**src/sfd_pkg.sv**
```systemverilog
// ----------------------------------------------------------------------------
// sfd_pkg
// Shared constants, types and helpers for the serial-bus frame decoder.
// ----------------------------------------------------------------------------
package sfd_pkg;

   // Counter width; outputs always show the low 16 bits
   localparam int COUNTER_WIDTH = 16;
   localparam int OUT_CNT_W     = 16;

   // Frame framing bytes
   localparam logic [7:0] START_BYTE = 8'h0F;
   localparam logic [7:0] END_BYTE   = 8'h00;

   // Frame geometry: 1 start byte, 22 data bytes, 1 flag byte, 1 end byte
   localparam int STORE_LEN = 24;
   localparam int DATA_LEN  = 22;
   localparam int FLAG_POS  = 23;   // receive position that holds the flag byte

   // Channel layout
   localparam int CHAN_W       = 11;
   localparam int NUM_ANALOG   = 16;
   localparam int LAST_CHANNEL = 17;
   localparam logic [CHAN_W-1:0] DIGITAL_ON = 11'h7FF;

   // Storage and bit-accumulator widths
   localparam int POS_W     = 5;
   localparam int ADDR_W    = 5;
   localparam int ACC_W     = 18;   // at most 10 leftover bits plus one byte
   localparam int ACC_CNT_W = 5;
   localparam int IDX_W     = 5;

   // Flag byte bits
   localparam int FLAG_CH16     = 0;
   localparam int FLAG_CH17     = 1;
   localparam int FLAG_LOST     = 2;
   localparam int FLAG_FAILSAFE = 3;

   typedef enum logic [1:0] {
      ST_RECV,
      ST_ERR,
      ST_DRAIN
   } state_type;

   typedef struct packed {
      logic [IDX_W-1:0]     channel_index;
      logic [CHAN_W-1:0]    channel_value;
      logic                 failsafe_active;
      logic                 frame_lost_flag;
      logic                 frame_error;
      logic [OUT_CNT_W-1:0] error_count;
      logic [OUT_CNT_W-1:0] lost_count;
      logic                 last_of_frame;
   } rsp_type;

   // Show the low 16 bits of a counter, zero-extended when it is narrower
   function automatic logic [OUT_CNT_W-1:0] cnt_out(input logic [COUNTER_WIDTH-1:0] c);
      logic [COUNTER_WIDTH+OUT_CNT_W-1:0] w;
      begin
         w = (COUNTER_WIDTH+OUT_CNT_W)'(c);
         return w[OUT_CNT_W-1:0];
      end
   endfunction

endpackage

```
**src/sfd_stream_if.sv**
```systemverilog
// ----------------------------------------------------------------------------
// sfd_stream_if
// Valid/ready channels of the frame decoder: byte input and result output.
// ----------------------------------------------------------------------------
interface sfd_req_if;
   logic       valid;
   logic       ready;
   logic [7:0] rx_byte;

   modport source (output valid, output rx_byte, input ready);
   modport sink   (input valid, input rx_byte, output ready);
endinterface

interface sfd_rsp_if import sfd_pkg::*; ();
   logic    valid;
   logic    ready;
   rsp_type data;

   modport source (output valid, output data, input ready);
   modport sink   (input valid, input data, output ready);
endinterface

```
**src/sbus_frame_decoder_unit.sv**
```systemverilog
// Sequence: the end byte moves the state register to the error or unload state;
//   an error result goes to the result register once it is free; a good frame
//   gives all 18 results, each store read added to the accumulator before the next.
// Throughput: one byte per cycle while receiving; no byte is taken while the
//   error result is loaded or the 18 results of a frame are unloaded.
// Reset: synchronous, active high; returns to idle, clears the failsafe flag and counters.
// ----------------------------------------------------------------------------
// sbus_frame_decoder_unit
// Collects 25-byte frames into a byte store, then unpacks sixteen 11-bit channels
// LSB first through a bit accumulator plus two digital channels; a bad end byte gives one error result.
// ----------------------------------------------------------------------------
module sbus_frame_decoder_unit import sfd_pkg::*; (
   input  logic    clock,
   input  logic    reset,
   sfd_req_if.sink   req_if,
   sfd_rsp_if.source rsp_if
);

   // Frame byte store; written while receiving, read while unloading, never both
   logic [7:0] mem [STORE_LEN];
   logic [7:0] rd_data_ff;
   logic       mem_we;
   logic       mem_re;
   logic [ADDR_W-1:0] wr_addr;

   state_type state_ff, state_in;
   logic [POS_W-1:0]         pos_ff, pos_in;
   logic [3:0]               flags_ff, flags_in;
   logic                     failsafe_ff, failsafe_in;
   logic                     lost_ff, lost_in;
   logic [COUNTER_WIDTH-1:0] err_cnt_ff, err_cnt_in;
   logic [COUNTER_WIDTH-1:0] lost_cnt_ff, lost_cnt_in;
   logic [ADDR_W-1:0]        rd_addr_ff, rd_addr_in;
   logic                     rd_pend_ff, rd_pend_in;
   logic [ACC_W-1:0]         acc_ff, acc_in;
   logic [ACC_CNT_W-1:0]     acc_cnt_ff, acc_cnt_in;
   logic [IDX_W-1:0]         chan_ff, chan_in;
   logic                     rsp_valid_ff, rsp_valid_in;
   rsp_type                  rsp_data_ff, rsp_data_in;

   logic req_xfer;
   logic out_free;
   logic end_seen;
   logic end_ok;

   assign req_xfer = req_if.valid && req_if.ready;
   assign out_free = !rsp_valid_ff || rsp_if.ready;
   assign end_seen = req_xfer && (pos_ff == POS_W'(STORE_LEN));
   assign end_ok   = (req_if.rx_byte == END_BYTE);
   assign wr_addr  = ADDR_W'(pos_ff - POS_W'(1));

   // Next state
   always_comb begin
      state_in = state_ff;
      case (state_ff)
         ST_RECV: begin
            if (end_seen) begin
               state_in = end_ok ? ST_DRAIN : ST_ERR;
            end
         end
         ST_ERR: begin
            if (out_free) begin
               state_in = ST_RECV;
            end
         end
         ST_DRAIN: begin
            if (out_free && chan_ff == IDX_W'(LAST_CHANNEL)) begin
               state_in = ST_RECV;
            end
         end
         default: begin
            state_in = ST_RECV;
         end
      endcase
   end

   // Handshake and store controls
   always_comb begin
      req_if.ready = (state_ff == ST_RECV);
      mem_we = req_xfer && (pos_ff != '0) && (pos_ff < POS_W'(STORE_LEN));
      mem_re = (state_ff == ST_DRAIN) && !rd_pend_ff
               && (acc_cnt_ff < ACC_CNT_W'(CHAN_W)) && (rd_addr_ff < ADDR_W'(DATA_LEN));
   end

   assign rsp_if.valid = rsp_valid_ff;
   assign rsp_if.data  = rsp_data_ff;

   // Datapath: receive position, counters, accumulator and result register
   always_comb begin
      pos_in       = pos_ff;
      flags_in     = flags_ff;
      failsafe_in  = failsafe_ff;
      lost_in      = lost_ff;
      err_cnt_in   = err_cnt_ff;
      lost_cnt_in  = lost_cnt_ff;
      rd_addr_in   = rd_addr_ff;
      rd_pend_in   = rd_pend_ff;
      acc_in       = acc_ff;
      acc_cnt_in   = acc_cnt_ff;
      chan_in      = chan_ff;
      rsp_valid_in = rsp_valid_ff;
      rsp_data_in  = rsp_data_ff;

      // Drop the held result once it transfers
      if (rsp_valid_ff && rsp_if.ready) begin
         rsp_valid_in = 1'b0;
      end

      case (state_ff)
         ST_RECV: begin
            if (req_xfer) begin
               if (pos_ff == '0) begin
                  // Idle: wait for the start byte
                  if (req_if.rx_byte == START_BYTE) begin
                     pos_in = POS_W'(1);
                  end
               end else if (pos_ff < POS_W'(STORE_LEN)) begin
                  pos_in = pos_ff + POS_W'(1);
                  if (pos_ff == POS_W'(FLAG_POS)) begin
                     flags_in = req_if.rx_byte[3:0];
                  end
               end else begin
                  // End byte: judge the frame
                  pos_in = '0;
                  if (!end_ok) begin
                     if (err_cnt_ff != {COUNTER_WIDTH{1'b1}}) begin
                        err_cnt_in = err_cnt_ff + COUNTER_WIDTH'(1);
                     end
                  end else begin
                     failsafe_in = flags_ff[FLAG_FAILSAFE];
                     lost_in     = flags_ff[FLAG_LOST];
                     if (flags_ff[FLAG_LOST] && lost_cnt_ff != {COUNTER_WIDTH{1'b1}}) begin
                        lost_cnt_in = lost_cnt_ff + COUNTER_WIDTH'(1);
                     end
                     rd_addr_in = '0;
                     rd_pend_in = 1'b0;
                     acc_in     = '0;
                     acc_cnt_in = '0;
                     chan_in    = '0;
                  end
               end
            end
         end

         ST_ERR: begin
            // Load the single error result
            if (out_free) begin
               rsp_valid_in                = 1'b1;
               rsp_data_in.channel_index   = '0;
               rsp_data_in.channel_value   = '0;
               rsp_data_in.failsafe_active = failsafe_ff;
               rsp_data_in.frame_lost_flag = 1'b0;
               rsp_data_in.frame_error     = 1'b1;
               rsp_data_in.error_count     = cnt_out(err_cnt_ff);
               rsp_data_in.lost_count      = cnt_out(lost_cnt_ff);
               rsp_data_in.last_of_frame   = 1'b1;
            end
         end

         ST_DRAIN: begin
            // Append returned store data above the leftover bits, or issue the next read
            if (rd_pend_ff) begin
               acc_in     = acc_ff | (ACC_W'(rd_data_ff) << acc_cnt_ff);
               acc_cnt_in = acc_cnt_ff + ACC_CNT_W'(8);
               rd_pend_in = 1'b0;
            end else if (mem_re) begin
               rd_pend_in = 1'b1;
               rd_addr_in = rd_addr_ff + ADDR_W'(1);
            end

            // Emit a channel when the result register is free
            rsp_data_in.failsafe_active = failsafe_ff;
            rsp_data_in.frame_lost_flag = lost_ff;
            rsp_data_in.frame_error     = 1'b0;
            rsp_data_in.error_count     = cnt_out(err_cnt_ff);
            rsp_data_in.lost_count      = cnt_out(lost_cnt_ff);
            rsp_data_in.channel_index   = chan_ff;
            rsp_data_in.last_of_frame   = (chan_ff == IDX_W'(LAST_CHANNEL));
            if (!out_free) begin
               rsp_data_in = rsp_data_ff;
            end else if (chan_ff < IDX_W'(NUM_ANALOG)) begin
               rsp_data_in.channel_value = acc_ff[CHAN_W-1:0];
               if (acc_cnt_ff >= ACC_CNT_W'(CHAN_W)) begin
                  rsp_valid_in = 1'b1;
                  acc_in       = acc_ff >> CHAN_W;
                  acc_cnt_in   = acc_cnt_ff - ACC_CNT_W'(CHAN_W);
                  chan_in      = chan_ff + IDX_W'(1);
               end else begin
                  rsp_data_in = rsp_data_ff;
               end
            end else begin
               rsp_valid_in = 1'b1;
               if (chan_ff == IDX_W'(NUM_ANALOG)) begin
                  rsp_data_in.channel_value = flags_ff[FLAG_CH16] ? DIGITAL_ON : '0;
               end else begin
                  rsp_data_in.channel_value = flags_ff[FLAG_CH17] ? DIGITAL_ON : '0;
               end
               chan_in = chan_ff + IDX_W'(1);
            end
         end

         default: begin
            pos_in = '0;
         end
      endcase
   end

   // Frame store: one write port, one registered read port
   always_ff @(posedge clock) begin
      if (mem_we) begin
         mem[wr_addr] <= req_if.rx_byte;
      end
      if (mem_re) begin
         rd_data_ff <= mem[rd_addr_ff];
      end
   end

   // Control registers
   always_ff @(posedge clock) begin
      if (reset) begin
         state_ff     <= ST_RECV;
         pos_ff       <= '0;
         failsafe_ff  <= 1'b0;
         err_cnt_ff   <= '0;
         lost_cnt_ff  <= '0;
         rd_pend_ff   <= 1'b0;
         rsp_valid_ff <= 1'b0;
      end else begin
         state_ff     <= state_in;
         pos_ff       <= pos_in;
         failsafe_ff  <= failsafe_in;
         err_cnt_ff   <= err_cnt_in;
         lost_cnt_ff  <= lost_cnt_in;
         rd_pend_ff   <= rd_pend_in;
         rsp_valid_ff <= rsp_valid_in;
      end
   end

   // Payload registers
   always_ff @(posedge clock) begin
      flags_ff    <= flags_in;
      lost_ff     <= lost_in;
      rd_addr_ff  <= rd_addr_in;
      acc_ff      <= acc_in;
      acc_cnt_ff  <= acc_cnt_in;
      chan_ff     <= chan_in;
      rsp_data_ff <= rsp_data_in;
   end

endmodule

```
**src/flat_wrapper.sv**
```systemverilog
// flat-port wrapper written by rule: the top's interface ports become plain ports
module sbus_frame_decoder_unit_flat import sfd_pkg::*;
  (clock, reset, req_if_valid, req_if_rx_byte, req_if_ready, rsp_if_valid, rsp_if_data, rsp_if_ready);
  sfd_req_if req_if_i ();
  sfd_rsp_if rsp_if_i ();
  input  logic clock;
  input  logic reset;
  input wire logic [$bits(req_if_i.valid)-1:0] req_if_valid;
  input wire logic [$bits(req_if_i.rx_byte)-1:0] req_if_rx_byte;
  output wire logic [$bits(req_if_i.ready)-1:0] req_if_ready;
  output wire logic [$bits(rsp_if_i.valid)-1:0] rsp_if_valid;
  output wire logic [$bits(rsp_if_i.data)-1:0] rsp_if_data;
  input wire logic [$bits(rsp_if_i.ready)-1:0] rsp_if_ready;
  assign req_if_i.valid = req_if_valid;
  assign req_if_i.rx_byte = req_if_rx_byte;
  assign req_if_ready = req_if_i.ready;
  assign rsp_if_valid = rsp_if_i.valid;
  assign rsp_if_data = rsp_if_i.data;
  assign rsp_if_i.ready = rsp_if_ready;
  sbus_frame_decoder_unit u_core (.clock(clock), .reset(reset), .req_if(req_if_i), .rsp_if(rsp_if_i));
endmodule
```
**config.mk**
```make
export PLATFORM = sky130hd
export DESIGN_NAME = sbus_frame_decoder_unit_flat
export DESIGN_NICKNAME = d
export VERILOG_FILES = /design/src/sfd_pkg.sv /design/src/sfd_stream_if.sv /design/src/sbus_frame_decoder_unit.sv /design/src/flat_wrapper.sv
export SDC_FILE = /design/constraint.sdc
export NUM_CORES = 1
export LEC_CHECK = 0
export ABC_AREA = 1
export BUFFER_PORTS_ARGS = -buffer_cell sky130_fd_sc_hd__buf_2
export CAP_MARGIN = 40
export CORE_MARGIN = 1.5
export CORE_UTILIZATION = 27
export CTS_CLUSTER_DIAMETER = 50
export DETAILED_ROUTE_END_ITERATION = 12
export GPL_TIMING_DRIVEN = 0
export PLACE_DENSITY = 0.48
export SYNTH_ARGS = -nofsm -noshare
export SYNTH_HDL_FRONTEND = slang
export SYNTH_SLANG_ARGS = --single-unit
```
**constraint.sdc**
```tcl
create_clock -name clock -period 15.2 [get_ports clock]
set_clock_uncertainty 0.05 [all_clocks]
set_input_delay 0 -clock clock [delete_from_list [all_inputs] [get_ports clock]]
set_output_delay 0 -clock clock [all_outputs]
set_load 0.1 [all_outputs]
```
; ---- Word-level counts from Yosys, hierarchy flattened
; Memories as Yosys holds them, arrays and structs flattened. A register that Yosys moved wholly into a read port is not among the register bits.
; Cells that the tools add are included.
; Widths: inputs -> output; s select.
[classes]
addsub = 8
n_lt_le_gt_ge = 5
n_eq_ne = 21
shifts = 1
mux = 60
bitwise = 5
reduce_logical = 30
[op_table]
columns = cell, n
row1 = $mux 52, 3
row2 = $mux 18, 8
row3 = $pmux 52 s2, 1
row4 = $mux 5, 18
row5 = $mux 11, 4
row6 = $pmux 5 s2, 4
row7 = $mux 36, 1
row8 = $pmux 18 s2, 1
row9 = $add 16x1->16 const B, 2
row10 = $ne 16x16->1 const B, 2
row11 = $eq 5x5->1 const B, 4
row12 = $or 18x18->18, 1
row13 = $shl 8x5->18, 1
row14 = $add 5x1->5 const B, 3
row15 = $lt 5x5->1 const B, 3
row16 = $reduce_and 5->1, 3
row17 = $reduce_and 7->1, 2
row18 = $mux 1, 13
row19 = $ne 2x2->1 const B, 6
row20 = $reduce_and 6->1, 2
row21 = $logic_and 1x1->1, 10
row22 = $eq 8x4->1 const B, 1
row23 = $logic_not 8->1, 1
row24 = $mux 2, 4
row25 = other kinds (21), 32
[totals]
ff_bits = 132
ram_bits = 192
in_bits = 12
out_inout_bits = 54
word_cells = 152
mem_count = 1
[memory_table]
columns = name, depth, width, rd, rd_ports_with_merged_regs, wr, line
row1 = u_core.mem, 24, 8, 1, 1, 1, sbus_frame_decoder_unit.sv:20  ; logic [7:0] mem [STORE_LEN];

; ---- Depth between registers and ports, before layout
[depth]
word_depth = 7
mapped_depth = 12
mapped_depth_nobuf = 12

; ---- Least setup slack after synthesis
; No wires, ideal clock.
[synth_timing]
path_kind = reg2reg
start = reg u_core.acc_cnt_ff[4]
end = reg u_core.rsp_data_ff (netlist bit u_core.rsp_if.data[0]) (enable)
arrival_time_ns = 4.547
required_time_ns = 14.624
path_slack_ns = 10.077
stages_incl_launch_ff = 8
period_less_slack_ns = 5.123
cell_sequence = edfxtp_1 clkbuf_2 inv_1 ha_1 nand2_1 nand3_2 nor3_1 nor3_1
[synth_between]
elab_chain_cells = 3
[synth_lines]
columns = item, line
row1 = "start, declared", sbus_frame_decoder_unit.sv:36  ; logic [ACC_CNT_W-1:0] acc_cnt_ff, acc_cnt_in;
row2 = "start signal, assigned", sbus_frame_decoder_unit.sv:245  ; acc_cnt_ff <= acc_cnt_in;
row3 = $ge 5x4->1, sbus_frame_decoder_unit.sv:183  ; if (acc_cnt_ff >= ACC_CNT_W'(CHAN_W)) begin
row4 = $ne 3x3->1 (no line), n/a
row5 = $reduce_and 4->1 (no line), n/a
row6 = "end signal, assigned", sbus_frame_decoder_unit.sv:247  ; rsp_data_ff <= rsp_data_in;
row7 = "end, declared", sbus_frame_decoder_unit.sv:39  ; rsp_type rsp_data_ff, rsp_data_in;
; No other way between the ends.
; A chain may end at the register's enable or synchronous reset.

; ---- Worst setup path in the final report
[layout_timing]
start = reg u_core.pos_ff[0]
end = mem u_core.mem[22][1] (enable)
[layout_between]
elab_chain_cells = 5
[layout_lines]
columns = item, line
row1 = "start, declared", sbus_frame_decoder_unit.sv:27  ; logic [POS_W-1:0] pos_ff, pos_in;
row2 = "start signal, assigned", sbus_frame_decoder_unit.sv:230  ; pos_ff <= pos_in;
row3 = "parallel branches: the longest is 5 deep, another holds $lt 5x5->1", n/a
row4 = "end, declared", sbus_frame_decoder_unit.sv:20
; Parallel ways; which one is timed is not known.

==> summary.txt <==
Outcome
  • Outcome: completed

Route
  • Wire per inst: 16.8 µm
  • Number of remaining DRC errors: 0
  • Routed Antenna Nets: 0
  • Vias per inst: 4.63
  • Detailed Route Iter0 Violations: about 740
  • 1st-pass router iterations: 7
  • Drt total wl: 37.1 mm
  • DR vias: 10200

STA
  • Worst-Margin Slew: between 0.8 and 0.9 ns
  • Rel. slew slack: 41.6%
  • Top achievable clock speed: ~320 MHz
  • Total Neg Setup Slack: 0 ns
  • Final min period: 3.11 ns
  • RSZ-0062 raised after global routing: no
  • Hold Vio Cnt, Final: 0
  • Setup violators final: 0
  • Fin crit share: 20.5%
  • Max Slew Vio Count: 0

Synthesis
  • #FFs+latches synth: 332
  • Post-Syn Area: about 14000 µm²
  • Sequential area share after synthesis: 66.1%
  • Syn nets: approximately 1400
  • Post-synthesis instance total: approximately 1400
  • Ys Warns: 0
  • Synth Flop Type: edfxtp_1
  • Synth async-reset ratio: 0%
  • Post-Syn Area per Cell: 10.6 µm²
  • Top cell type's share of synthesized area: 60.2%
  • Distinct cells, synth: 39
  • Leading area contributor after synthesis: edfxtp_1
  • Post-synth EDFFs: 290
  • Dominant cells by area after synthesis: edfxtp_1 (60%), nand2_1 (5.8%), dfxtp_1 (5.8%)

Worst setup path
  • Crit path kind: reg2reg
  • Most frequent CP cell: nand2_1
  • CP max FO: 8
  • Critical path's slowest cell: nor2_1
  • Critical path buffer and inverter count: 1
  • CP Data Arrival Time: 3.24 ns
  • Crit path cell chain: inv_1 -> ha_1 -> nand2_1 -> nor2_2 -> nor3_1 -> nand2_1 -> nor2_1
  • Critical Path Start Type: flop
  • Top Family by Delay on Critical Path: simple AND/OR/NAND/NOR gates
  • Req. time, crit path: 15.33 ns
  • Crit path largest cell delay: 0.79 ns
  • Endpoint class of the critical path: flop

Finish
  • Ant diodes: 0
  • Layout cells sized above 1: 13.0%
  • Nets: 1517
  • Synth-to-Final Area Change: 19.0%
  • Most frequent cells in the layout: edfxtp_1 (290), nand2_1 (225), nor2_1 (211)
  • Finished Layout Cells: 2206
  • Commonest non-fill, non-tap cell in the layout: edfxtp_1

Floorplan
  • Core Region: 52800 µm²
  • I/O pin total: 66
  • Die Area: ~55000 µm²
  • Die Wd: ~230 µm
  • Die Ht: 234 µm
  • # rows: 84
  • Initial Util: 27.4%

Pwr
  • P per Cell Area: 124 nW/µm²
  • Total power: about 2.1 mW
  • Leak pwr: 6.06 nW
  • Max VDD drop: around 0.080 mV

Hold path
  • Worst Hold Class: reg2reg

GRT
  • Pin count of the biggest net entering global routing: 28
  • Grt ovf: 0
  • Vias in the first global route: slightly below 10000
  • Overall routing resource usage: 13.4%
  • Antenna violations before repair: 0
  • First-pass GRT wire length: 56.7 mm

CTS
  • H-Tree Depth: 2
  • CTS Root Cell: clkbuf_16
  • Bufs on Longest Clock Path: 3
  • CTS Buf Count: 42
  • Cts repair resizes: 0
  • Setup Fix Bufs, Post-CTS: 0
  • Clock slew at the register clock pins of the worst setup and hold paths: 0.06 ns
  • TritonCTS clock tree: built
  • CTS Hold Bufs: 11
  • Clk_lat worst skew: 0.56 ns
  • Clock sink total: 332

Placed design
  • Placed cell count: 2120
  • RD Place Congestion: 0.818
  • Final HPWL DP: 24.7 mm
  • I/O Buffers: 64

Run
  • Max-Cap Viols: 0
final cells by class:
class                   instances  area (µm²)
fillers                      5386       35600
multi-input cells             859        4200
repair buffers                 82         489
plain buffers                  63         312
well taps                     688         861
flip-flops and latches        332        9550
inverters                     108         405
clock buffers                  45        1060
clock inverters                29         328
registers in the layout, summed over array words and instances (netlist names):
register / flops
u_core.err_cnt_ff: 16
u_core.chan_ff: 5
u_core.lost_ff: 1
u_core.flags_ff: 4
u_core.acc_ff: 18
u_core.lost_cnt_ff: 16
u_core.acc_cnt_ff: 5
u_core.rd_addr_ff: 5
u_core.rsp_if.valid: 1
u_core.state_ff: 2
u_core.rd_pend_ff: 1
u_core.failsafe_ff: 1
u_core.rd_data_ff: 8
u_core.mem: 192
u_core.pos_ff: 5
u_core.rsp_if.data: 52
synthesized netlist by cell type (2+ instances only):
cell      instances
a21oi_1          68
a31oi_1           6
buf_1             2
buf_2            23
buf_4             4
buf_6             4
clkbuf_1         29
clkinv_1          2
dfxtp_1          42
edfxtp_1        290
ha_1             17
inv_1            98
inv_2             8
nand2_1         225
nand2_2           3
nand3_1          73
nand3_2           5
nand4_1          13
nor2_1          211
nor2_2            3
nor2_4            4
nor3_1           17
nor3_4            2
o211ai_1         20
o21ai_0         135
o21ai_1           2
o221ai_1         13
o22ai_1          20
xnor2_1           4
xor2_1           10
routing by layer:
| layer | global-route usage [%] | routed length (µm) |
|---|---|---|
| met5 | 0 | 0 |
| met4 | 4.00 | 830 |
| met2 | 20.9 | 16600 |
| met1 | 18.9 | 17700 |
| met3 | 2.35 | 2010 |
logic make-up (layout without fill, tap and decap cells):
| kind of cell | Yosys count | count (layout) | share of synthesized area (%) |
|---|---|---|---|
| and+or+nand+nor | 560 | 560 | 16.4 |
| DFF | 332 | 332 | 66.1 |
| AOI/OAI and AO/OA | 268 | 268 | 10.3 |
| buffers and inverters | 171 | 327 | 4.96 |
| adders and majority gates | 17 | 17 | 1.47 |
| xor gates and xnor gates | 14 | 14 | 0.848 |
through the flow:
| stage | hold slack [ns] | utilization (%) | setup WS [ns] | cell area [µm²] |
|---|---|---|---|---|
| floorplan | 0.0489 | - | 10.08 | 14500 |
| global placement | 0.367 | 29.6 | 8.40 | 15600 |
| detailed placement | 0.368 | 29.8 | 12.18 | 15700 |
| CTS | 0.371 | 32.6 | 12.16 | 17200 |
| global route | 0.394 | 32.6 | 11.91 | 17200 |
| finish | 0.381 | 32.6 | 12.09 | 17200 |
report_power, final:
group | internal (mW) | total [mW] | switching (mW)
Clock | 0.585 | 0.991 | 0.407
Sequential | 1.00 | 1.01 | 0.00494
Combinational | 0.0232 | 0.139 | 0.116
final timing paths:
kind,start,endpoint,slack (ns),cells after the start
min reg2reg,u_core.failsafe_ff,u_core.rsp_if.data[35],0.38,0
max,u_core.pos_ff[0],u_core.mem[22][1],12.09,7
min,u_core.failsafe_ff,u_core.rsp_if.data[35],0.38,0
max reg2reg,u_core.pos_ff[0],u_core.mem[22][1],12.09,7
Note: power is estimated with default switching activity, not from simulation.
